===== config.mk =====
export PLATFORM = sky130hd
export DESIGN_NAME = uvsg_div_cell
export DESIGN_NICKNAME = d
export VERILOG_FILES = /design/src/rtl/uvsg_pkg.sv /design/src/rtl/uvsg_div_cell.sv
export SDC_FILE = /design/constraint.sdc
export NUM_CORES = 1
export LEC_CHECK = 0
export BUFFER_PORTS_ARGS = -buffer_cell sky130_fd_sc_hd__clkbuf_2
export CAP_MARGIN = 30
export CORE_UTILIZATION = 40
export DETAILED_ROUTE_END_ITERATION = 12
export GPL_TIMING_DRIVEN = 0
export HOLD_SLACK_MARGIN = 0.03
export PLACE_DENSITY = 0.72
export SLEW_MARGIN = 20
export SYNTH_ARGS = -nofsm -noshare
export SYNTH_HDL_FRONTEND = slang
export SYNTH_SLANG_ARGS = --single-unit

===== constraint.sdc =====
create_clock -name clk -period 13.1 [get_ports clk]
set_input_delay 1.31 -clock clk [delete_from_list [all_inputs] [get_ports clk]]
set_output_delay 1.31 -clock clk [all_outputs]
set_load 0.01 [all_outputs]

===== src/rtl/uvsg_pkg.sv =====
// ----------------------------------------------------------------------------
// UV sphere mesh generator package
// Payload types, result codes, fixed-point constants and shared arithmetic.
// ----------------------------------------------------------------------------
package uvsg_pkg;

  localparam logic [1:0] KIND_VERTEX   = 2'd0;
  localparam logic [1:0] KIND_TRIANGLE = 2'd1;
  localparam logic [1:0] KIND_ERROR    = 2'd2;

  // One divider cell per fractional quotient bit.
  localparam int unsigned NUM_CELLS = 33;
  // Register stages of the sine and cosine unit.
  localparam int unsigned SC_DEPTH  = 11;

  localparam logic [30:0] ONE_Q30 = 31'h4000_0000;
  localparam logic [61:0] HALF_Q30 = 62'h2000_0000;
  localparam logic [31:0] PI_Q30 = 32'd3373259426;

  // Exact reciprocals for quotients of values below 2^30.
  localparam int unsigned SH_72 = 37;
  localparam logic [31:0] RC_72 = 32'(((64'd1 << 37) + 64'd71) / 64'd72);
  localparam int unsigned SH_42 = 36;
  localparam logic [31:0] RC_42 = 32'(((64'd1 << 36) + 64'd41) / 64'd42);
  localparam int unsigned SH_20 = 35;
  localparam logic [31:0] RC_20 = 32'(((64'd1 << 35) + 64'd19) / 64'd20);
  localparam int unsigned SH_6  = 33;
  localparam logic [31:0] RC_6  = 32'(((64'd1 << 33) + 64'd5) / 64'd6);
  localparam int unsigned SH_90 = 37;
  localparam logic [31:0] RC_90 = 32'(((64'd1 << 37) + 64'd89) / 64'd90);
  localparam int unsigned SH_56 = 36;
  localparam logic [31:0] RC_56 = 32'(((64'd1 << 36) + 64'd55) / 64'd56);
  localparam int unsigned SH_30 = 35;
  localparam logic [31:0] RC_30 = 32'(((64'd1 << 35) + 64'd29) / 64'd30);
  localparam int unsigned SH_12 = 34;
  localparam logic [31:0] RC_12 = 32'(((64'd1 << 34) + 64'd11) / 64'd12);

  typedef struct packed {
    logic [7:0] stack_index;
    logic [7:0] sector_index;
  } item_t;

  typedef struct packed {
    logic [1:0]         kind;
    logic signed [15:0] pos_x;
    logic signed [15:0] pos_y;
    logic signed [15:0] pos_z;
    logic [16:0]        tex_s;
    logic [16:0]        tex_t;
    logic [15:0]        corner_a;
    logic [15:0]        corner_b;
    logic [15:0]        corner_c;
    logic               last;
  } result_t;

  // Divider chain payload: two long divisions by n run side by side.
  typedef struct packed {
    logic        valid;
    logic        err;
    logic [7:0]  i;
    logic [7:0]  j;
    logic [7:0]  n;
    logic [7:0]  ri;
    logic [7:0]  rj;
    logic [33:0] qi;
    logic [33:0] qj;
  } div_t;

  typedef struct packed {
    logic        valid;
    logic        err;
    logic [7:0]  i;
    logic [7:0]  j;
    logic [7:0]  n;
    logic [16:0] tex_s;
    logic [16:0] tex_t;
  } side_t;

  typedef struct packed {
    side_t       side;
    logic [31:0] pa;
    logic [31:0] pb;
  } post_t;

  typedef struct packed {
    logic [30:0] sin_mag;
    logic        sin_neg;
    logic [30:0] cos_mag;
    logic        cos_neg;
  } sc_t;

  typedef struct packed {
    logic        valid;
    logic        err;
    logic [7:0]  i;
    logic [7:0]  j;
    logic [7:0]  n;
    logic [16:0] tex_s;
    logic [16:0] tex_t;
    logic [30:0] x_mag;
    logic        x_neg;
    logic [30:0] y_mag;
    logic        y_neg;
    logic [30:0] z_mag;
    logic        z_neg;
    logic [15:0] k1;
  } mid_t;

  // Q2.30 product rounded to nearest.
  function automatic logic [30:0] mulq(input logic [30:0] p, input logic [30:0] q);
    logic [61:0] pr;
    pr = 62'(p) * 62'(q) + HALF_Q30;
    return 31'(pr >> 30);
  endfunction

  // Truncating quotient by a constant through its reciprocal.
  function automatic logic [30:0] div_const(input logic [30:0] v, input logic [31:0] m,
                                            input int unsigned sh);
    logic [62:0] p;
    p = 63'(v) * 63'(m);
    return 31'(p >> sh);
  endfunction

endpackage


===== src/rtl/uvsg_div_cell.sv =====
// ----------------------------------------------------------------------------
// UV sphere divider cell
// One restoring division step for the stack and the sector quotient.
// ----------------------------------------------------------------------------
module uvsg_div_cell (
  input  logic          clk,
  input  logic          rst,
  input  logic          en,
  input  uvsg_pkg::div_t din,
  output uvsg_pkg::div_t dout
);

  logic [8:0]     r2i;
  logic [8:0]     r2j;
  logic           gei;
  logic           gej;
  uvsg_pkg::div_t nx;

  always_comb begin
    nx     = din;
    r2i    = {din.ri, 1'b0};
    r2j    = {din.rj, 1'b0};
    gei    = r2i >= {1'b0, din.n};
    gej    = r2j >= {1'b0, din.n};
    nx.ri  = gei ? 8'(r2i - {1'b0, din.n}) : r2i[7:0];
    nx.rj  = gej ? 8'(r2j - {1'b0, din.n}) : r2j[7:0];
    nx.qi  = {din.qi[32:0], gei};
    nx.qj  = {din.qj[32:0], gej};
  end

  always_ff @(posedge clk) begin
    if (rst) begin
      dout.valid <= 1'b0;
    end else if (en) begin
      dout <= nx;
    end
  end

endmodule


# ---- Word level (Yosys, flattened, before mapping)
# Cells that the tools add are included.
dict set report word_totals {
  inputBits 113
  output_inout_bits 110
  ff_bits 110
  word_cells 19
}
dict set report classes {
  add_sub_neg 2
  n_mux 2
  reduce_logical 1
  n_bitwise 1
  order_cmp 2
}
# op count
set ops {}
lappend ops {{9-bit by 8-bit greater-or-equal comparator with 1-bit output} 2}
lappend ops {{8-bit 2-to-1 mux} 2}
lappend ops {{8-bit subtractor} 2}
lappend ops {{2-bit AND reduction} 1}
lappend ops {{1-bit NOT} 1}

# ---- Depth between registers and ports, before layout
dict set report depth {
  depth_word 2
  mapped_depth 8
  ltp_nobuf 7
}

# ---- Worst setup path before layout
# OpenSTA, ideal clock, no wires.
dict set report synth_timing {
  path_type {in2reg}
  from {input rst}
  to {register dout[0] (netlist bit) (enable)}
  t_arrival_ns 6.154
  setup_ns 0.593
  path_buffers 0
  required_ns 12.507
  path_slack_ns 6.353
  stages 1
  path_cell_list {nor2b_1}
}
dict set report synth_between {
  elab_chain_cells 2
}
# element line
set synth_lines {}
lappend synth_lines {{start, declared} uvsg_div_cell.sv:7} ;# input logic rst,
lappend synth_lines {{1-bit NOT (no line)} --}
lappend synth_lines {{2-bit AND reduction (no line)} --}
lappend synth_lines {{end signal, assigned} uvsg_div_cell.sv:35} ;# dout <= nx;
lappend synth_lines {{end, declared} uvsg_div_cell.sv:10} ;# output uvsg_pkg::div_t dout
# No other way between the ends.
# A chain may end at the register's enable or synchronous reset.

==> results.yml <==
floorplan:
  core_area_um2: 10300
  die_h_um: 105
  rows: 37
  start_util_pct: 41.0
  ios: 223
  die-area_um2: 10900
  die_w_um: 105
logic_synthesis:
  synthSimpleGateAreaFrac_pct: 4.54
  synth_cell_type_count: 42
  synth_mux_area_share_pct: 2.35
  synth_seq_cells: 110
  yosysMostFrequentCell: "edfxtp_1"
  yosys_warnings: 0
  synth-edff-count: 109
  yosys-top-cells-count: "edfxtp_1 (109), ha_1 (16), inv_1 (12)"
  syn-mean-instance-area_um2: 18.2
  ys_top_cells_by_area: "edfxtp_1 (78%), ha_1 (4.8%), inv_1 (1.1%)"
  yosysTopAreaCellShare_pct: 77.7
  synth_fp_nets: 362
  synth_top_family_by_area: "compound AO/OA/AOI/OAI gates"
  synth_compound_gate_area_share_pct: 6.71
  synthCells: 231
  ys_seq_area_share_pct: 78.2
  synth_xor_area_share_pct: 1.25
  synth_fa_ha_area_share_pct: 5.70
  synth_top_area_cell: "edfxtp_1"
  synth-async-reset-ratio_pct: 0
  syn-cell-area_um2: 4210
  synthFlopType: "edfxtp_1"
final_layout:
  max_flop_register: "dout"
  final_nets: 597
  stdcell_area_um2: 5820
  drive_above_1_share_pct: 53.5
  diodes: 0
  regArea_um2: 3290
  num-fill-cells: 875
  reg_top3: "dout: 110 flops"
  largest_register_ffs: 110
  syn_to_final_growth_pct: 38.1
  multi_input_area_um2: 873
power:
  seq_power_share_pct: 55.6
  leakagePower_nw: 2.54
  p_int_w: 0.000577
  power.net_switching_w: 0.000183
  p_clk_share_pct: 30.1
  comb_power_share_pct: 14.2
  p_sw_share_pct: 24.1
  power_density_nw_per_um2: 131
  ir_drop_uv: 63.0
worst_setup_path:
  critPathKind: "primary input to flip-flop"
  cp.arrival_ns: 2.96
  cp-start-kind: "primary input"
  r2r_cells: 2
  crit_fanout: 10
  crit_path_frequent_cell: "ha_1"
  r2r_end: "dout[109]"
  crit_path_end_kind: "flip-flop"
  path_cells: "clkbuf_2 > inv_1 > ha_1 > ha_1 > o311ai_1 > nand4_1 > buf_2 > a31o_1"
  reg2reg_slack_ns: 12.51
  max_stage_delay_ns: 0.29
  slowest_stage: "ha_1"
  crit_required_ns: 13.23
  r2r-start: "dout[109]"
hold_path:
  hold_path_depth: 2
  hold_class: "flip-flop to flip-flop"
  hold_path.startpoint: "dout[109]"
  whs_endpoint: "dout[109]"
place:
  postPlaceCellArea_um2: 5590
  port_buffers: 220
  detailed_place_hpwl_mm: 7.76
  gp_congestion: 0.795
detailed_routing:
  dr_total_vias: 2836
  routed_wl_mm: 9.78
  drt-initial-drc-count: 142
  drc: 0
  vias_per_cell: 4.67
  dr.pass1.iters: 5
  antenna_left: 0
  wire_per_inst_um: 16.1
cts:
  numClockSinks: 110
  cts_tree: "yes"
  insertion_delay_ns: 0.36
  cts_inserted_buffers: 9
  post_cts_buffers: 0
  clk_pin_slew_ns: 0.10
  cts_htree_levels: 3
  postCtsHoldBufs: 0
  cts_resized: 0
  clk_path_buf_depth: 2
  cts_root_buf: "clkbuf_8"
sta:
  relSlewSlack_pct: 76.2
  timing.fmax_mhz: 353
  skew_ns: 0
  setup_tns_ns: 0
  setup_violations: 0
  tightest_slew_ns: 0.357
  min_period_ns: 2.83
  rsz0062_at_grt: "false"
  maxSlewViolCount: 0
  timing.final.hold_violations: 0
  min_period_over_period_pct: 21.6
outcome:
  outcome: "finished clean"
grt:
  antenna_found_initial: 0
  grt_pass1_wl_mm: 14.6
  grt_pass1_vias: 2709
  grt-ovfl-total: 0
  grt_max_degree: 31
  grt_use_total_pct: 18.0
run:
  max_cap_viol_count: 0
==> per-stage QoR <==
stage | cells | setup slack (ns) | power (W) | hold WS, ns | util [%]
final | 607 | 10.27 | 0.000760 | 0.512 | 56.6
after global routing | 607 | 10.22 | 0.000794 | 0.545 | 56.6
after detailed placement | 591 | 9.89 | 0.000540 | 0.490 | 54.4
after global placement | 587 | 4.69 | 0.000537 | 0.492 | 53.4
after floorplan | 231 | 6.35 | 0.000487 | 0.528 | -
after CTS | 607 | 10.29 | 0.000768 | 0.515 | 56.6
==> how the worst max path moves through the flow <==
stage             from        to  slack [ns]  cells after the start
2_1_floorplan      rst   dout[0]        6.35                      1
3_3_place_gp        en  dout[74]        4.69                      2
3_5_place_dp   din[85]  dout[82]        9.89                      8
4_1_cts        din[85]  dout[82]       10.29                      8
5_1_grt        din[84]  dout[74]       10.22                      7
6_report       din[85]  dout[82]       10.27                      8
==> routing by layer <==
metal / vias up / track usage (%) / part of all wire [%]
met5: - / 0 / 0
met3: 15 / 6.36 / 8.4
met4: 0 / 6.94 / 2.0
met1: 1327 / 20.2 / 38
met2: 127 / 31.2 / 51
li1: 1367 / - / -
==> cell usage in the layout, fill, tap and decap left out, types with 4 or more instances in the layout <==
master / count
inv_1: 12
clkbuf_8: 9
a21oi_1: 8
clkbuf_2: 220
nor2_1: 11
ha_1: 16
nand3_1: 5
a21o_1: 4
o21a_1: 5
o21ai_0: 5
mux2_2: 4
edfxtp_1: 109
xnor2_1: 4
==> layout make-up <==
type	instances	area share (%)
timing repair buffer	224	20.6
buffer	1	0.0860
clock buffer	9	2.13
tap	136	2.92
clock inverter	7	1.87
multi-input combinational	107	15.0
sequential	110	56.6
inverter	13	0.839
==> cells by family (layout without fill, tap and decap cells) <==
kind of cell	count (synthesis)	in the layout
buffers and inverters	14	254
AND/OR/NAND/NOR	36	36
adder cells (fa/ha/maj)	18	18
multiplexers	9	9
XOR/XNOR	6	6
flip-flops	110	110
AO/OA/AOI/OAI	38	38
==> power groups by stage <==
stage	combinational, W	sequential (W)	clock [W]
floorplan	0.0000398	0.000447	0
finish	0.000108	0.000423	0.000229
CTS	0.000110	0.000423	0.000235
detailed placement	0.000109	0.000431	0
global placement	0.000103	0.000434	0
global route	0.000118	0.000425	0.000251
==> critical path, delay by kind of cell <==
kind,cells,cell delay (ns)
AO/OA/AOI/OAI,2,0.49
buffers and inverters,3,0.46
adder cells (fa/ha/maj),2,0.49
AND/OR/NAND/NOR,1,0.21
No activity file was read; power rests on OpenSTA's default activity.
