## src/rtl/uvsg_pkg.sv

```systemverilog
// ----------------------------------------------------------------------------
// UV sphere mesh generator package
// Payload types, result codes, fixed-point constants and shared arithmetic.
// ----------------------------------------------------------------------------
package uvsg_pkg;

  localparam logic [1:0] KIND_VERTEX   = 2'd0;
  localparam logic [1:0] KIND_TRIANGLE = 2'd1;
  localparam logic [1:0] KIND_ERROR    = 2'd2;

  // One divider cell per fractional quotient bit.
  localparam int unsigned NUM_CELLS = 33;
  // Register stages of the sine and cosine unit.
  localparam int unsigned SC_DEPTH  = 11;

  localparam logic [30:0] ONE_Q30 = 31'h4000_0000;
  localparam logic [61:0] HALF_Q30 = 62'h2000_0000;
  localparam logic [31:0] PI_Q30 = 32'd3373259426;

  // Exact reciprocals for quotients of values below 2^30.
  localparam int unsigned SH_72 = 37;
  localparam logic [31:0] RC_72 = 32'(((64'd1 << 37) + 64'd71) / 64'd72);
  localparam int unsigned SH_42 = 36;
  localparam logic [31:0] RC_42 = 32'(((64'd1 << 36) + 64'd41) / 64'd42);
  localparam int unsigned SH_20 = 35;
  localparam logic [31:0] RC_20 = 32'(((64'd1 << 35) + 64'd19) / 64'd20);
  localparam int unsigned SH_6  = 33;
  localparam logic [31:0] RC_6  = 32'(((64'd1 << 33) + 64'd5) / 64'd6);
  localparam int unsigned SH_90 = 37;
  localparam logic [31:0] RC_90 = 32'(((64'd1 << 37) + 64'd89) / 64'd90);
  localparam int unsigned SH_56 = 36;
  localparam logic [31:0] RC_56 = 32'(((64'd1 << 36) + 64'd55) / 64'd56);
  localparam int unsigned SH_30 = 35;
  localparam logic [31:0] RC_30 = 32'(((64'd1 << 35) + 64'd29) / 64'd30);
  localparam int unsigned SH_12 = 34;
  localparam logic [31:0] RC_12 = 32'(((64'd1 << 34) + 64'd11) / 64'd12);

  typedef struct packed {
    logic [7:0] stack_index;
    logic [7:0] sector_index;
  } item_t;

  typedef struct packed {
    logic [1:0]         kind;
    logic signed [15:0] pos_x;
    logic signed [15:0] pos_y;
    logic signed [15:0] pos_z;
    logic [16:0]        tex_s;
    logic [16:0]        tex_t;
    logic [15:0]        corner_a;
    logic [15:0]        corner_b;
    logic [15:0]        corner_c;
    logic               last;
  } result_t;

  // Divider chain payload: two long divisions by n run side by side.
  typedef struct packed {
    logic        valid;
    logic        err;
    logic [7:0]  i;
    logic [7:0]  j;
    logic [7:0]  n;
    logic [7:0]  ri;
    logic [7:0]  rj;
    logic [33:0] qi;
    logic [33:0] qj;
  } div_t;

  typedef struct packed {
    logic        valid;
    logic        err;
    logic [7:0]  i;
    logic [7:0]  j;
    logic [7:0]  n;
    logic [16:0] tex_s;
    logic [16:0] tex_t;
  } side_t;

  typedef struct packed {
    side_t       side;
    logic [31:0] pa;
    logic [31:0] pb;
  } post_t;

  typedef struct packed {
    logic [30:0] sin_mag;
    logic        sin_neg;
    logic [30:0] cos_mag;
    logic        cos_neg;
  } sc_t;

  typedef struct packed {
    logic        valid;
    logic        err;
    logic [7:0]  i;
    logic [7:0]  j;
    logic [7:0]  n;
    logic [16:0] tex_s;
    logic [16:0] tex_t;
    logic [30:0] x_mag;
    logic        x_neg;
    logic [30:0] y_mag;
    logic        y_neg;
    logic [30:0] z_mag;
    logic        z_neg;
    logic [15:0] k1;
  } mid_t;

  // Q2.30 product rounded to nearest.
  function automatic logic [30:0] mulq(input logic [30:0] p, input logic [30:0] q);
    logic [61:0] pr;
    pr = 62'(p) * 62'(q) + HALF_Q30;
    return 31'(pr >> 30);
  endfunction

  // Truncating quotient by a constant through its reciprocal.
  function automatic logic [30:0] div_const(input logic [30:0] v, input logic [31:0] m,
                                            input int unsigned sh);
    logic [62:0] p;
    p = 63'(v) * 63'(m);
    return 31'(p >> sh);
  endfunction

endpackage

```

## src/rtl/uvsg_emit.sv

```systemverilog
// ----------------------------------------------------------------------------
// UV sphere result emitter
// Holds one grid point and sends its vertex and triangles one per transaction.
// ----------------------------------------------------------------------------
module uvsg_emit #(
  parameter int COORD_FRAC_BITS = 14
) (
  input  logic              clk,
  input  logic              rst,
  input  uvsg_pkg::mid_t    mid,
  output logic              accept,
  output logic              result_valid,
  input  logic              result_ready,
  output uvsg_pkg::result_t result
);

  localparam int          OUT_SHIFT  = 30 - COORD_FRAC_BITS;
  localparam logic [31:0] ROUND_HALF = (32'd1 << OUT_SHIFT) >> 1;

  logic        vtx_pend;
  logic        a_pend;
  logic        b_pend;
  logic        err_r;
  logic [15:0] px;
  logic [15:0] py;
  logic [15:0] pz;
  logic [16:0] ts;
  logic [16:0] tt;
  logic [15:0] k1;
  logic [15:0] k2;
  logic        has_tri;
  logic        has_a;
  logic        has_b;
  logic        last_now;
  logic        fire;

  function automatic logic [15:0] to_out(input logic [30:0] mag, input logic neg);
    logic [31:0] m;
    m = ({1'b0, mag} + ROUND_HALF) >> OUT_SHIFT;
    if (neg) begin
      if (m > 32'd32768) m = 32'd32768;
      return 16'(32'd0 - m);
    end else begin
      if (m > 32'd32767) m = 32'd32767;
      return m[15:0];
    end
  endfunction

  assign has_tri = !mid.err && (mid.i < mid.n) && (mid.j < mid.n);
  assign has_a   = has_tri && (mid.i != 8'd0);
  assign has_b   = has_tri && (mid.i != 8'(mid.n - 8'd1));

  assign result_valid = vtx_pend | a_pend | b_pend;
  assign fire         = result_valid & result_ready;
  assign accept       = !result_valid | (fire & last_now);

  always_comb begin
    result = '0;
    priority if (vtx_pend) begin
      result.kind  = err_r ? uvsg_pkg::KIND_ERROR : uvsg_pkg::KIND_VERTEX;
      result.pos_x = $signed(px);
      result.pos_y = $signed(py);
      result.pos_z = $signed(pz);
      result.tex_s = ts;
      result.tex_t = tt;
      last_now     = !(a_pend || b_pend);
    end else if (a_pend) begin
      result.kind     = uvsg_pkg::KIND_TRIANGLE;
      result.corner_a = k1;
      result.corner_b = k2;
      result.corner_c = 16'(k1 + 16'd1);
      last_now        = !b_pend;
    end else begin
      result.kind     = uvsg_pkg::KIND_TRIANGLE;
      result.corner_a = 16'(k1 + 16'd1);
      result.corner_b = k2;
      result.corner_c = 16'(k2 + 16'd1);
      last_now        = 1'b1;
    end
    result.last = last_now;
  end

  always_ff @(posedge clk) begin
    if (rst) begin
      vtx_pend <= 1'b0;
      a_pend   <= 1'b0;
      b_pend   <= 1'b0;
    end else if (accept) begin
      vtx_pend <= mid.valid;
      a_pend   <= mid.valid & has_a;
      b_pend   <= mid.valid & has_b;
    end else if (fire) begin
      priority if (vtx_pend) begin
        vtx_pend <= 1'b0;
      end else if (a_pend) begin
        a_pend <= 1'b0;
      end else begin
        b_pend <= 1'b0;
      end
    end
  end

  // An error point carries nothing but its kind and last flag.
  always_ff @(posedge clk) begin
    if (accept && mid.valid) begin
      err_r <= mid.err;
      px    <= mid.err ? 16'd0 : to_out(mid.x_mag, mid.x_neg);
      py    <= mid.err ? 16'd0 : to_out(mid.y_mag, mid.y_neg);
      pz    <= mid.err ? 16'd0 : to_out(mid.z_mag, mid.z_neg);
      ts    <= mid.err ? 17'd0 : mid.tex_s;
      tt    <= mid.err ? 17'd0 : mid.tex_t;
      k1    <= mid.k1;
      k2    <= 16'(mid.k1 + 16'(mid.n) + 16'd1);
    end
  end

endmodule

```

## config.mk

```make
export PLATFORM = sky130hd
export DESIGN_NAME = uvsg_emit
export DESIGN_NICKNAME = d
export VERILOG_FILES = /design/src/rtl/uvsg_pkg.sv /design/src/rtl/uvsg_emit.sv
export SDC_FILE = /design/constraint.sdc
export NUM_CORES = 1
export LEC_CHECK = 0
export BUFFER_PORTS_ARGS = -buffer_cell sky130_fd_sc_hd__buf_2
export CAP_MARGIN = 0
export CORE_MARGIN = 5
export CORE_UTILIZATION = 40
export CTS_CLUSTER_SIZE = 14
export DETAILED_ROUTE_END_ITERATION = 7
export PLACE_DENSITY = 0.65
export SLEW_MARGIN = 15
export SYNTH_ARGS = -nofsm -noshare
export SYNTH_HDL_FRONTEND = slang
export SYNTH_SLANG_ARGS = --single-unit
```

## constraint.sdc

```tcl
create_clock -name clk -period 5.7 [get_ports clk]
set_clock_uncertainty 0.15 [all_clocks]
set_input_delay 0.855 -clock clk [delete_from_list [all_inputs] [get_ports clk]]
set_output_delay 0.855 -clock clk [all_outputs]
set_load 0.01 [all_outputs]
```

# Word-level counts from Yosys, hierarchy flattened
# Cells that the tools add are included.
[word_totals]
register_bits = 118
out_inout_bits = 135
elab_cells = 85
[op_classes]
add_sub_neg = 11
magnitude_cmp = 8
n_eq_ne = 3
n_mux = 31
bitwise = 7
n_reduce_logical = 14
[op_table]
columns = ["cell", "count"]
rows = [
  ["two-way mux 16 bit", 15],
  ["adder 31 x 16 -> 32 bit, second input constant", 3],
  ["two-way mux 48 bit", 2],
  ["two-way mux 82 bit", 1],
  ["adder 16 x 1 -> 16 bit, second input constant", 3],
  ["> comparator 16 x 15 -> 1 bit, second input constant", 3],
  ["> comparator 16 bit, second input constant", 3],
  ["subtractor 1 x 16 -> 16 bit, first input constant", 3],
  ["adder 16 x 8 -> 16 bit", 1],
  ["< comparator 8 bit", 2],
  ["two-way mux 1 bit", 11],
  ["!= test 8 bit", 1],
  ["nonzero test 8 bit", 1],
  ["subtractor 8 x 1 -> 8 bit, second input constant", 1],
  ["logical AND 1 bit", 5],
  ["bitwise AND 1 bit", 4],
  ["zero test 1 bit", 4],
  ["two-way mux 2 bit", 2],
  ["!= test 2 bit, second input constant", 2],
  ["bitwise OR 1 bit", 3],
  ["AND reduction 3 bit", 1],
  ["AND reduction 2 bit", 1],
  ["nonzero test 2 bit", 1],
  ["logical OR 1 bit", 1],
]

# Logic depth before layout (Yosys ltp)
# Gate-level depths: netlist of run 1.
[depth]
ltp_word = 9
ltp_mapped = 15
ltp_nobuf = 15

# Worst setup path before layout of run 1
# OpenSTA, ideal clock, no wires.
[synth_timing]
kind = "in2reg"
startpoint = "input port mid[32] (netlist name)"
endpoint = "register pz[12], data pin"
arrival_ns = 3.929
required_ns = 5.285
setup_slack_ns = 1.355
stages = 13
path_buffers = 1
cell_sequence = "ha_1 -> nand4_2 -> nor3_1 -> nand2_1 -> clkbuf_1 -> a41o_1 -> nand2_1 -> ha_1 -> nand2_1 -> or3b_1 -> a211oi_4 -> a221oi_1 -> or3_1"
[synth_between]
elab_chain_len = 7
word_cells_on_any_way = 9
cone_classes = "add/sub (2); order compare (2); mux (5)"
[synth_rtl]
columns = ["item", "line", "text"]
rows = [
  ["from (decl)", "uvsg_emit.sv:10", "input uvsg_pkg::mid_t mid,"],
  ["adder 31 x 16 -> 32 bit *", "uvsg_emit.sv:39", "m = ({1'b0, mag} + ROUND_HALF) >> OUT_SHIFT;"],
  ["> comparator 16 bit", "uvsg_emit.sv:41", "if (m > 32'd32768) m = 32'd32768;"],
  ["two-way mux 16 bit", "uvsg_emit.sv:41", ""],
  ["two-way mux 16 bit", "uvsg_emit.sv:40", "if (neg) begin"],
  ["two-way mux 16 bit", "uvsg_emit.sv:105", "if (accept && mid.valid) begin"],
  ["subtractor 1 x 16 -> 16 bit", "uvsg_emit.sv:42", "return 16'(32'd0 - m);"],
  ["two-way mux 16 bit *", "uvsg_emit.sv:40", ""],
  ["to (signal assigned)", "uvsg_emit.sv:109", "pz <= mid.err ? 16'd0 : to_out(mid.z_mag, mid.z_neg);"],
  ["to (decl)", "uvsg_emit.sv:26", "logic [15:0] pz;"],
]
# Mark *: on every way between the ends. The rest lies on a longest branch, timed or not. The select of a mux whose other input is x is not followed.
# A chain may end at the register's enable or synchronous reset.

# Final worst setup path of run 1
# Ends and elaborated chain as after synthesis.

==> results of run 1 <==
## worst max path at each step
stage	start	endpoint	slack [ps]	depth (start not counted)
after floorplan	mid[32]	pz[12]	1360	13
after global placement	mid[32]	pz[12]	990	14
after detailed placement	mid[32]	pz[14]	880	15
after CTS	mid[32]	pz[12]	1310	14
after global routing	mid[33]	pz[14]	1050	15
final	mid[32]	pz[12]	1300	14
## per-stage QoR
stage                     setup slack [ps]  utilization, %
after global routing                  1046           49.22
after CTS                             1305           49.22
after detailed placement             879.1           46.80
after global placement               985.8           46.80
after floorplan                       1355               -
final                                 1296           49.22
## cell type report
| cell class | count | area (um^2) |
|---|---|---|
| fill | 2363 | 12310 |
| multi-input combinational | 900 | 5916 |
| sequential | 118 | 3517 |
| timing repair buffer | 269 | 1371 |
| clock buffer | 18 | 429.2 |
| tap | 324 | 405.4 |
| clock inverter | 13 | 157.7 |
| inverter | 36 | 137.6 |
## synthesized netlist by cell type (all sizes together), types with 13 or more instances
master / number / share of area, %
a211oi: 28 / 2.3
inv: 36 / 1.4
xor2: 40 / 3.6
or3: 16 / 1.0
a221oi: 13 / 1.3
edfxtp: 115 / 35
nor3: 35 / 1.9
nand4: 24 / 1.8
ha: 32 / 4.1
nor2: 103 / 4.0
nand2: 67 / 2.6
nor2b: 60 / 3.8
xnor2: 81 / 7.2
a21oi: 59 / 3.1
and2: 90 / 5.7
nand3: 64 / 3.4
buf: 20 / 1.1
o21ai: 37 / 1.9
and3: 21 / 1.3
clkbuf: 43 / 1.6
nor4: 15 / 1.2
## power by group through the flow
| stage | logic (uW) | clock network, uW | registers, uW |
|---|---|---|---|
| CTS | 627 | 1090 | 1090 |
| floorplan | 404 | 0 | 1100 |
| finish | 622 | 1070 | 1090 |
| global route | 694 | 1130 | 1100 |
| global placement | 615 | 0 | 1100 |
| detailed placement | 625 | 0 | 1110 |
## per-layer routing
layer | vias up | track usage, % | wire length, um
met3 | 25 | 3.105 | 1336
met1 | 4136 | 25.97 | 12500
met4 | 0 | 5.016 | 434
li1 | 4491 | - | -
met2 | 264 | 30.50 | 12790
met5 | - | 0 | 0
## flip-flops by register name, summed over array words and instances, names as in the netlist
signal / flops
b_pend: 1
vtx_pend: 1
err_r: 1
k2: 16
py: 16
k1: 16
pz: 16
tt: 17
ts: 17
px: 16
a_pend: 1
## logic make-up (layout without fill, tap and decap cells)
| logic type | Yosys count | after routing | share of synthesized area, % |
|---|---|---|---|
| muxes | 8 | 8 | 0.8140 |
| and+or+nand+nor | 523 | 523 | 29.01 |
| buffers and inverters | 99 | 336 | 4.159 |
| adders and majority gates | 33 | 33 | 4.273 |
| AOI/OAI and AO/OA | 215 | 215 | 15.26 |
| xor gates and xnor gates | 121 | 121 | 10.77 |
| DFF | 118 | 118 | 35.71 |
## tightest hold or removal path: cells and delay by family (launching register included)
family / cells / cell delay [ps]
simple gates: 1 / 80
flops: 1 / 320
compound gates: 1 / 60
==> summary.md, run 1 <==
| Metric | Value |
|---|---|
| Final HPWL DP | `21.03 mm` |
| # Max-Cap Violations | `0` |
| Final Total Pwr | `2780 uW` |
| Post-CTS Setup Inserts | `0` |
| Initial DRC Count | `710` |
| Yosys reg bits | `118` |
| Area after DPL | `11,350 um^2` |
| Synthesized cell area | `9838 um^2` |
| Largest net degree at the start of global routing | `128` |
| Clk_lat worst skew | `400 ps` |
| Worst-path maximum fanout | `7` |
| Clock sink count | `118` |
| Unique masters post-synth | `79` |
| Num CTS Buffers | `17` |
| # hold bufs at CTS | `0` |
| # nets final | `1,550` |
| DR WL/cell | `16.13 um` |
| Fmax | `227.1 MHz` |
| CTS Buffer Depth | `2` |
| CP Capture Type | `flip-flop` |
| Starting Density | `40.57%` |
| H-tree Lvls | `4` |
| Synth Instances | `1,117` |
| EDFF count, synth | `115` |
| Slew Limit Fails | `0` |
| # port buffers | `264` |
| Drt drc | `0` |
| GRT Util Overall | `18.73%` |
| Critical path's largest stage delay | `480 ps` |
| Layout cells sized above 1 | `24.08%` |
| R2R Path Start | `a_pend` |
| CP startpoint kind | `input port` |
| Clock share of power | `38.5%` |
| Antenna diodes | `0` |
| P&R area growth vs syn | `21.30%` |
| Tmin final | `4404 ps` |
| Final WL | `27.06 mm` |
| Syn nets | `1,325` |
| CP Buf/Inv Count | `1` |
| Crit-path slowest cell | `nor3_1` |
| WHS | `358.2 ps` |
| Outcome | `completed` |
| Synth warn | `0` |
| Sequential cell area fraction in the yosys report | `35.71%` |
| RSZ-0062 raised after global routing | `no` |
| Number of global-route vias before repair | `8,233` |
| CTS tree | `yes` |
| Commonest non-fill, non-tap cells in the layout | `264 x buf_2, 115 x edfxtp_1, 102 x nor2_1` |
| Design Area, Final | `11,930 um^2` |
| Core Area | `24,250 um^2` |
| Actual slew at the worst max-slew pin | `1053 ps` |
| Initial antenna violation count | `0` |
| Vias | `8,916` |
| Cell Chain, Critical Path | `buf_2 > ha_1 > nand4_2 > nor3_1 > nand3_1 > xor2_1 > a41o_1 > nand2_1 > ha_1 > nand2_1 > or3b_1 > a211oi_4 > a221oi_1 > or3_1` |
| Hold path startpoint | `b_pend` |
| Avg Inst Size Synth | `8.808 um^2` |
| Peak VDD IR | `0.1987 mV` |
| Die Height | `166.8 um` |
| Cells after DPL | `1,647` |
| Die W | `166.8 um` |
| Top Family by Delay on Critical Path | `simple AND/OR/NAND/NOR gates` |
| First-pass GRT wire length | `43.46 mm` |
| Terminus of the critical flop-to-flop path | `ts[5]` |
| Clock transition at path regs | `60 ps` |
| Gr ovfl total | `0` |
| Resized cells post-CTS | `0` |
| Worst EP arrival | `4400 ps` |
| Io pins | `310` |
| Depth of the most critical reg-to-reg path | `7` |
| DRT Pass-1 Iters | `5` |
| Fin crit share | `77.26%` |
| Comb pwr share | `22.4%` |
| Final setup TNS | `0 ps` |
| Flop pwr share | `39.2%` |
| WHS Path Cells | `2` |
| Sw Ratio | `28.72%` |
| Synth Flop Type | `edfxtp_1` |
| Worst Path Required | `5690 ps` |
| Root Buffer | `clkbuf_16` |
| # setup viols final | `0` |
| Sw power | `798.4 uW` |
| Slack of the worst reg-to-reg path | `2620 ps` |
| Async set-reset flop share out of synthesis | `0%` |
| RD Place Congestion | `0.8673` |
| Hold Vio Cnt, Final | `0` |
| Slew HR | `29.82%` |
| Number of standard cells in the layout, taps in and fillers out | `1,678` |
| # rows | `57` |
| Critical path class | `input port to flip-flop` |
| Commonest non-fill, non-tap cell in the layout | `buf_2` |
| Cell Pwr Density | `232.9 nW/um^2` |
| Leakage | `0.004863 uW` |
| End of the worst hold path | `b_pend` |
| Vias per cell | `5.313` |
| HP Class | `flip-flop to flip-flop` |
| Routed Antenna Nets | `0` |
| Cell internal pwr | `1981 uW` |
| Die area | `27,830 um^2` |
(Power assumes the default switching activity.)
==> run 2: changes to the inputs <==
- clock period: 5.7 -> 4.4 ns (I/O delays scaled with it)
==> run 2 against run 1 <==
Sequential cell count unchanged. Register-to-register slack worse by 1100 ps. Total power up 27%. Clock power up 22%. Count of clock-buffer cells in the layout unchanged. First-iteration DRC count up 5.1%. Sequential power up 30%. Critical path type unchanged. Largest cell class unchanged. Largest power group unchanged. Highest routed layer unchanged.
==> summary.md, run 2 (synthesis results as in run 1) <==
| Metric | Value |
|---|---|
| Outcome | `completed` |
| Resized cells post-CTS | `0` |
| Crit-path slowest cell | `or3b_1` |
| First-pass GRT wire length | `43.94 mm` |
| Die area | `27,830 um^2` |
| Cell Pwr Density | `293.7 nW/um^2` |
| Post-CTS Setup Inserts | `0` |
| Final Total Pwr | `3529 uW` |
| Critical path class | `input port to flip-flop` |
| Actual slew at the worst max-slew pin | `848.7 ps` |
| Largest net degree at the start of global routing | `79` |
| GRT Util Overall | `19.07%` |
| Fmax | `256.0 MHz` |
| Starting Density | `40.57%` |
| # Max-Cap Violations | `0` |
| Commonest non-fill, non-tap cells in the layout | `264 x buf_2, 115 x edfxtp_1, 102 x nor2_1` |
| Hold Vio Cnt, Final | `0` |
| # hold bufs at CTS | `0` |
| Leakage | `0.004937 uW` |
| Die Height | `166.8 um` |
| Slew Limit Fails | `0` |
| Slew HR | `42.68%` |
| Gr ovfl total | `0` |
| DRT Pass-1 Iters | `5` |
| RD Place Congestion | `0.8658` |
| Io pins | `310` |
| Final Util | `49.56%` |
| DR WL/cell | `16.16 um` |
| Peak VDD IR | `0.2543 mV` |
| RSZ-0062 raised after global routing | `no` |
| Clk_lat worst skew | `400 ps` |
| Root Buffer | `clkbuf_16` |
| # setup viols final | `0` |
| H-tree Lvls | `4` |
| Tmin final | `3906 ps` |
| Fin crit share | `88.77%` |
| Worst Path Required | `4400 ps` |
| Routed Antenna Nets | `0` |
| Worst EP arrival | `3910 ps` |
| Critical path's largest stage delay | `450 ps` |
| Final setup TNS | `0 ps` |
| Slack of the worst reg-to-reg path | `1480 ps` |
| P&R area growth vs syn | `22.15%` |
| # rows | `57` |
| Worst-path maximum fanout | `6` |
| Antenna diodes | `0` |
| Clock transition at path regs | `60 ps` |
| Cells after DPL | `1,662` |
| Clock sink count | `118` |
| Initial antenna violation count | `0` |
| Num CTS Buffers | `17` |
| Vias per cell | `5.254` |
| Initial DRC Count | `746` |
| Vias | `8,901` |
| Core Area | `24,250 um^2` |
| CTS Buffer Depth | `2` |
| Layout cells sized above 1 | `25.11%` |
| CP startpoint kind | `input port` |
| # port buffers | `264` |
| Final WL | `27.38 mm` |
| Cell Chain, Critical Path | `buf_2 > ha_1 > and4_1 > and3_1 > or3_1 > o211a_1 > a41o_1 > nand2_1 > ha_1 > nand2_1 > or3b_1 > a211oi_4 > a221oi_1 > or3_1` |
| Number of standard cells in the layout, taps in and fillers out | `1,694` |
| # nets final | `1,565` |
| Drt drc | `0` |
| CTS tree | `yes` |
| Commonest non-fill, non-tap cell in the layout | `buf_2` |
| Final HPWL DP | `21.32 mm` |
| CP Capture Type | `flip-flop` |
| Die W | `166.8 um` |
| Number of global-route vias before repair | `8,322` |
| Largest regs | `ts (17), tt (17)` |
| HP Class | `input port to flip-flop` |
## run 2: cell types whose count changed in the layout (fill, tap and decap cells not counted)
cell / change
inv_6: +2
clkinvlp_4: -2
buf_4: +15
clkinv_2: +2
bufinv_16: -2
clkinv_1: -2
clkinv_4: +3
## run 2: stage by stage
stage | cell area, um^2 | hold slack (ps) | setup slack, ps
finish | 12020 | 295.4 | 494.1
global route | 12020 | 283.5 | 299.7
CTS | 12020 | 267.9 | 525.1
detailed placement | 11460 | 356.1 | 76.85
global placement | 11460 | 341.9 | 129.2
floorplan | 9838 | 316.2 | 121.4
## run 2: metal layers
layer	share of wire, %	routed length, um	up-vias	global-route usage (%)
met5	0	0	-	0
met4	1.2	334	0	4.874
met3	4.5	1230	19	2.631
met2	48	13100	250	31.95
met1	46	12710	4110	26.09
li1	-	-	4522	-
## run 2: power by group
| part | switching (uW) | internal [uW] |
|---|---|---|
| logic | 476 | 329 |
| registers | 59.4 | 1360 |
| clock network | 527 | 781 |
## run 2: final timing paths
| kind | startpoint | endpoint | cells after the start |
|---|---|---|---|
| setup reg to reg | vtx_pend | ts[12] | 6 |
| setup / recovery | mid[32] | pz[12] | 14 |
| hold reg to reg | b_pend | b_pend | 2 |
| hold / removal | mid[0] | k1[0] | 1 |
## run 2: layout make-up
| cell class | count | area [um^2] |
|---|---|---|
| clock inverter | 14 | 128.9 |
| fill | 2404 | 12230 |
| tap | 324 | 405.4 |
| inverter | 36 | 137.6 |
| sequential | 118 | 3517 |
| timing repair buffer | 284 | 1484 |
| multi-input combinational | 900 | 5916 |
| clock buffer | 18 | 429.2 |
## run 2: critical path, delay by kind of cell
family          cells  cell delay, ps
compound gates      4             830
fa+ha+maj           2             440
buf+inv             1             130
simple gates        7            1840
==> run 3: changes to the inputs <==
- CTS_CLUSTER_SIZE: 14 -> not set
- RECOVER_POWER: not set -> 50
==> run 3 against run 2 <==
Combinational power decreased by 1%. The run now ends with capacitance limit, slew limit left. Design area down 0.92%. Setup slack lost 30 ps. Largest power group unchanged.
==> summary.md, run 3 (synthesis results as in run 1) <==
| Metric | Value |
|---|---|
| CTS Buffer Depth | `2` |
| Commonest non-fill, non-tap cells in the layout | `200 x buf_2, 115 x edfxtp_1, 102 x nor2_1` |
| Initial DRC Count | `676` |
| WHS | `304.3 ps` |
| DRT Pass-1 Iters | `5` |
| Clock share of power | `37.1%` |
| Post-CTS Setup Inserts | `0` |
| Die Height | `166.8 um` |
| Final Total Pwr | `3517 uW` |
| Cell Pwr Density | `295.3 nW/um^2` |
| # port buffers | `264` |
| RD Place Congestion | `0.8658` |
| Comb pwr share | `22.5%` |
| CP startpoint kind | `input port` |
| Cells after DPL | `1,662` |
| GRT Util Overall | `19.07%` |
| # nets final | `1,565` |
| Gr ovfl total | `0` |
| Setup ws final | `464.5 ps` |
| Final HPWL DP | `21.32 mm` |
| Largest net degree at the start of global routing | `79` |
| Worst Path Required | `4310 ps` |
| Cell Chain, Critical Path | `buf_2 > ha_1 > and4_1 > and3_1 > or3_1 > o211a_1 > a41o_1 > nand2_1 > ha_1 > nand2_1 > or3b_1 > a211oi_4 > buf_4 > nand3_1 > o31ai_1 > a2111oi_2` |
| Outcome | `finished, violations left` |
| Failing checks | `capacitance limit, slew limit` |
| Critical path class | `input port to flip-flop` |
| Starting Density | `40.57%` |
| Clock sink count | `118` |
| Fmax | `254.1 MHz` |
| Resized cells post-CTS | `0` |
| Vias per cell | `5.259` |
| # setup viols final | `0` |
| Tmin final | `3936 ps` |
| Root Buffer | `clkbuf_16` |
| P&R area growth vs syn | `21.04%` |
| DR WL/cell | `16.23 um` |
| Initial antenna violation count | `0` |
| RSZ-0062 raised after global routing | `no` |
| Crit-path slowest cell | `or3b_1` |
| Worst-path maximum fanout | `6` |
| Core Area | `24,250 um^2` |
| Actual slew at the worst max-slew pin | `2187 ps` |
| Num CTS Buffers | `17` |
| First-pass GRT wire length | `43.94 mm` |
| Peak VDD IR | `0.2536 mV` |
| Final setup TNS | `0 ps` |
| # rows | `57` |
| Die area | `27,830 um^2` |
| Commonest non-fill, non-tap cell in the layout | `buf_2` |
| Critical path's largest stage delay | `450 ps` |
| HP Class | `input port to flip-flop` |
| Cell internal pwr | `2458 uW` |
| # hold bufs at CTS | `0` |
| # Max-Cap Violations | `3` |
| Routed Antenna Nets | `0` |
| H-tree Lvls | `4` |
| Drt drc | `0` |
| Multi-input logic area | `5894 um^2` |
| Setup WS pre-CTS | `76.85 ps` |
| Layout cells sized above 1 | `20.15%` |
| Fin crit share | `89.44%` |
| Io pins | `310` |
| Antenna diodes | `0` |
| Slew Limit Fails | `118` |
| CTS tree | `yes` |
| Sw Ratio | `30.11%` |
| Vias | `8,908` |
| CP Capture Type | `flip-flop` |
| Number of global-route vias before repair | `8,322` |
| Leakage | `0.004692 uW` |
| Die W | `166.8 um` |
| Hold Vio Cnt, Final | `0` |
| Clock transition at path regs | `60 ps` |
| Worst EP arrival | `3850 ps` |
| Final WL | `27.50 mm` |
| Clk_lat worst skew | `400 ps` |
| FILL cells | `2,443` |
| Sw power | `1059 uW` |
| Largest regs | `ts (17), tt (17)` |
| Slew HR | `-45.80%` |
| Register Area | `3517 um^2` |
| Flop pwr share | `40.3%` |
| Number of standard cells in the layout, taps in and fillers out | `1,694` |
run 3: layer usage:
layer  global-route usage [%]  routed length [um]  vias to the layer above
li1                         -                   -                     4525
met4                    4.874                 306                        0
met5                        0                   0                        -
met1                    26.09               12830                     4128
met3                    2.631                1199                       16
met2                    31.95               13170                      239
run 3: layout make-up:
| cell class | count | share of cell area [%] |
|---|---|---|
| clock inverter | 14 | 1.082 |
| multi-input combinational | 900 | 49.50 |
| sequential | 118 | 29.54 |
| timing repair buffer | 284 | 11.74 |
| inverter | 36 | 1.135 |
| tap | 324 | 3.404 |
| clock buffer | 18 | 3.604 |
run 3: power groups by stage:
stage	clock [uW]	sequential, uW	combinational, uW
2_1_floorplan	0	1420	523
3_3_place_gp	0	1440	795
3_5_place_dp	0	1440	808
4_1_cts	1340	1420	811
5_1_grt	1390	1430	886
6_report	1300	1420	793
run 3: metrics by stage:
stage	util (%)	instance area, um^2
after floorplan	-	9838
after CTS	49.56	12020
after detailed placement	47.26	11460
after global placement	47.26	11460
final	49.11	11910
after global routing	49.11	11910
run 3: worst paths after layout:
kind,from,to,slack [ps],cells past startpoint
setup / recovery,mid[32],pz[8],460,16
hold / removal,rst,vtx_pend,300,2
setup reg to reg,vtx_pend,ts[10],690,6
hold reg to reg,b_pend,b_pend,370,2
run 3: critical path: cells and delay by family:
family	cells	cell delay (ps)
AO/OA/AOI/OAI	5	900
AND/OR/NAND/NOR	7	1540
adder cells (fa/ha/maj)	2	440
buffers and inverters	2	300
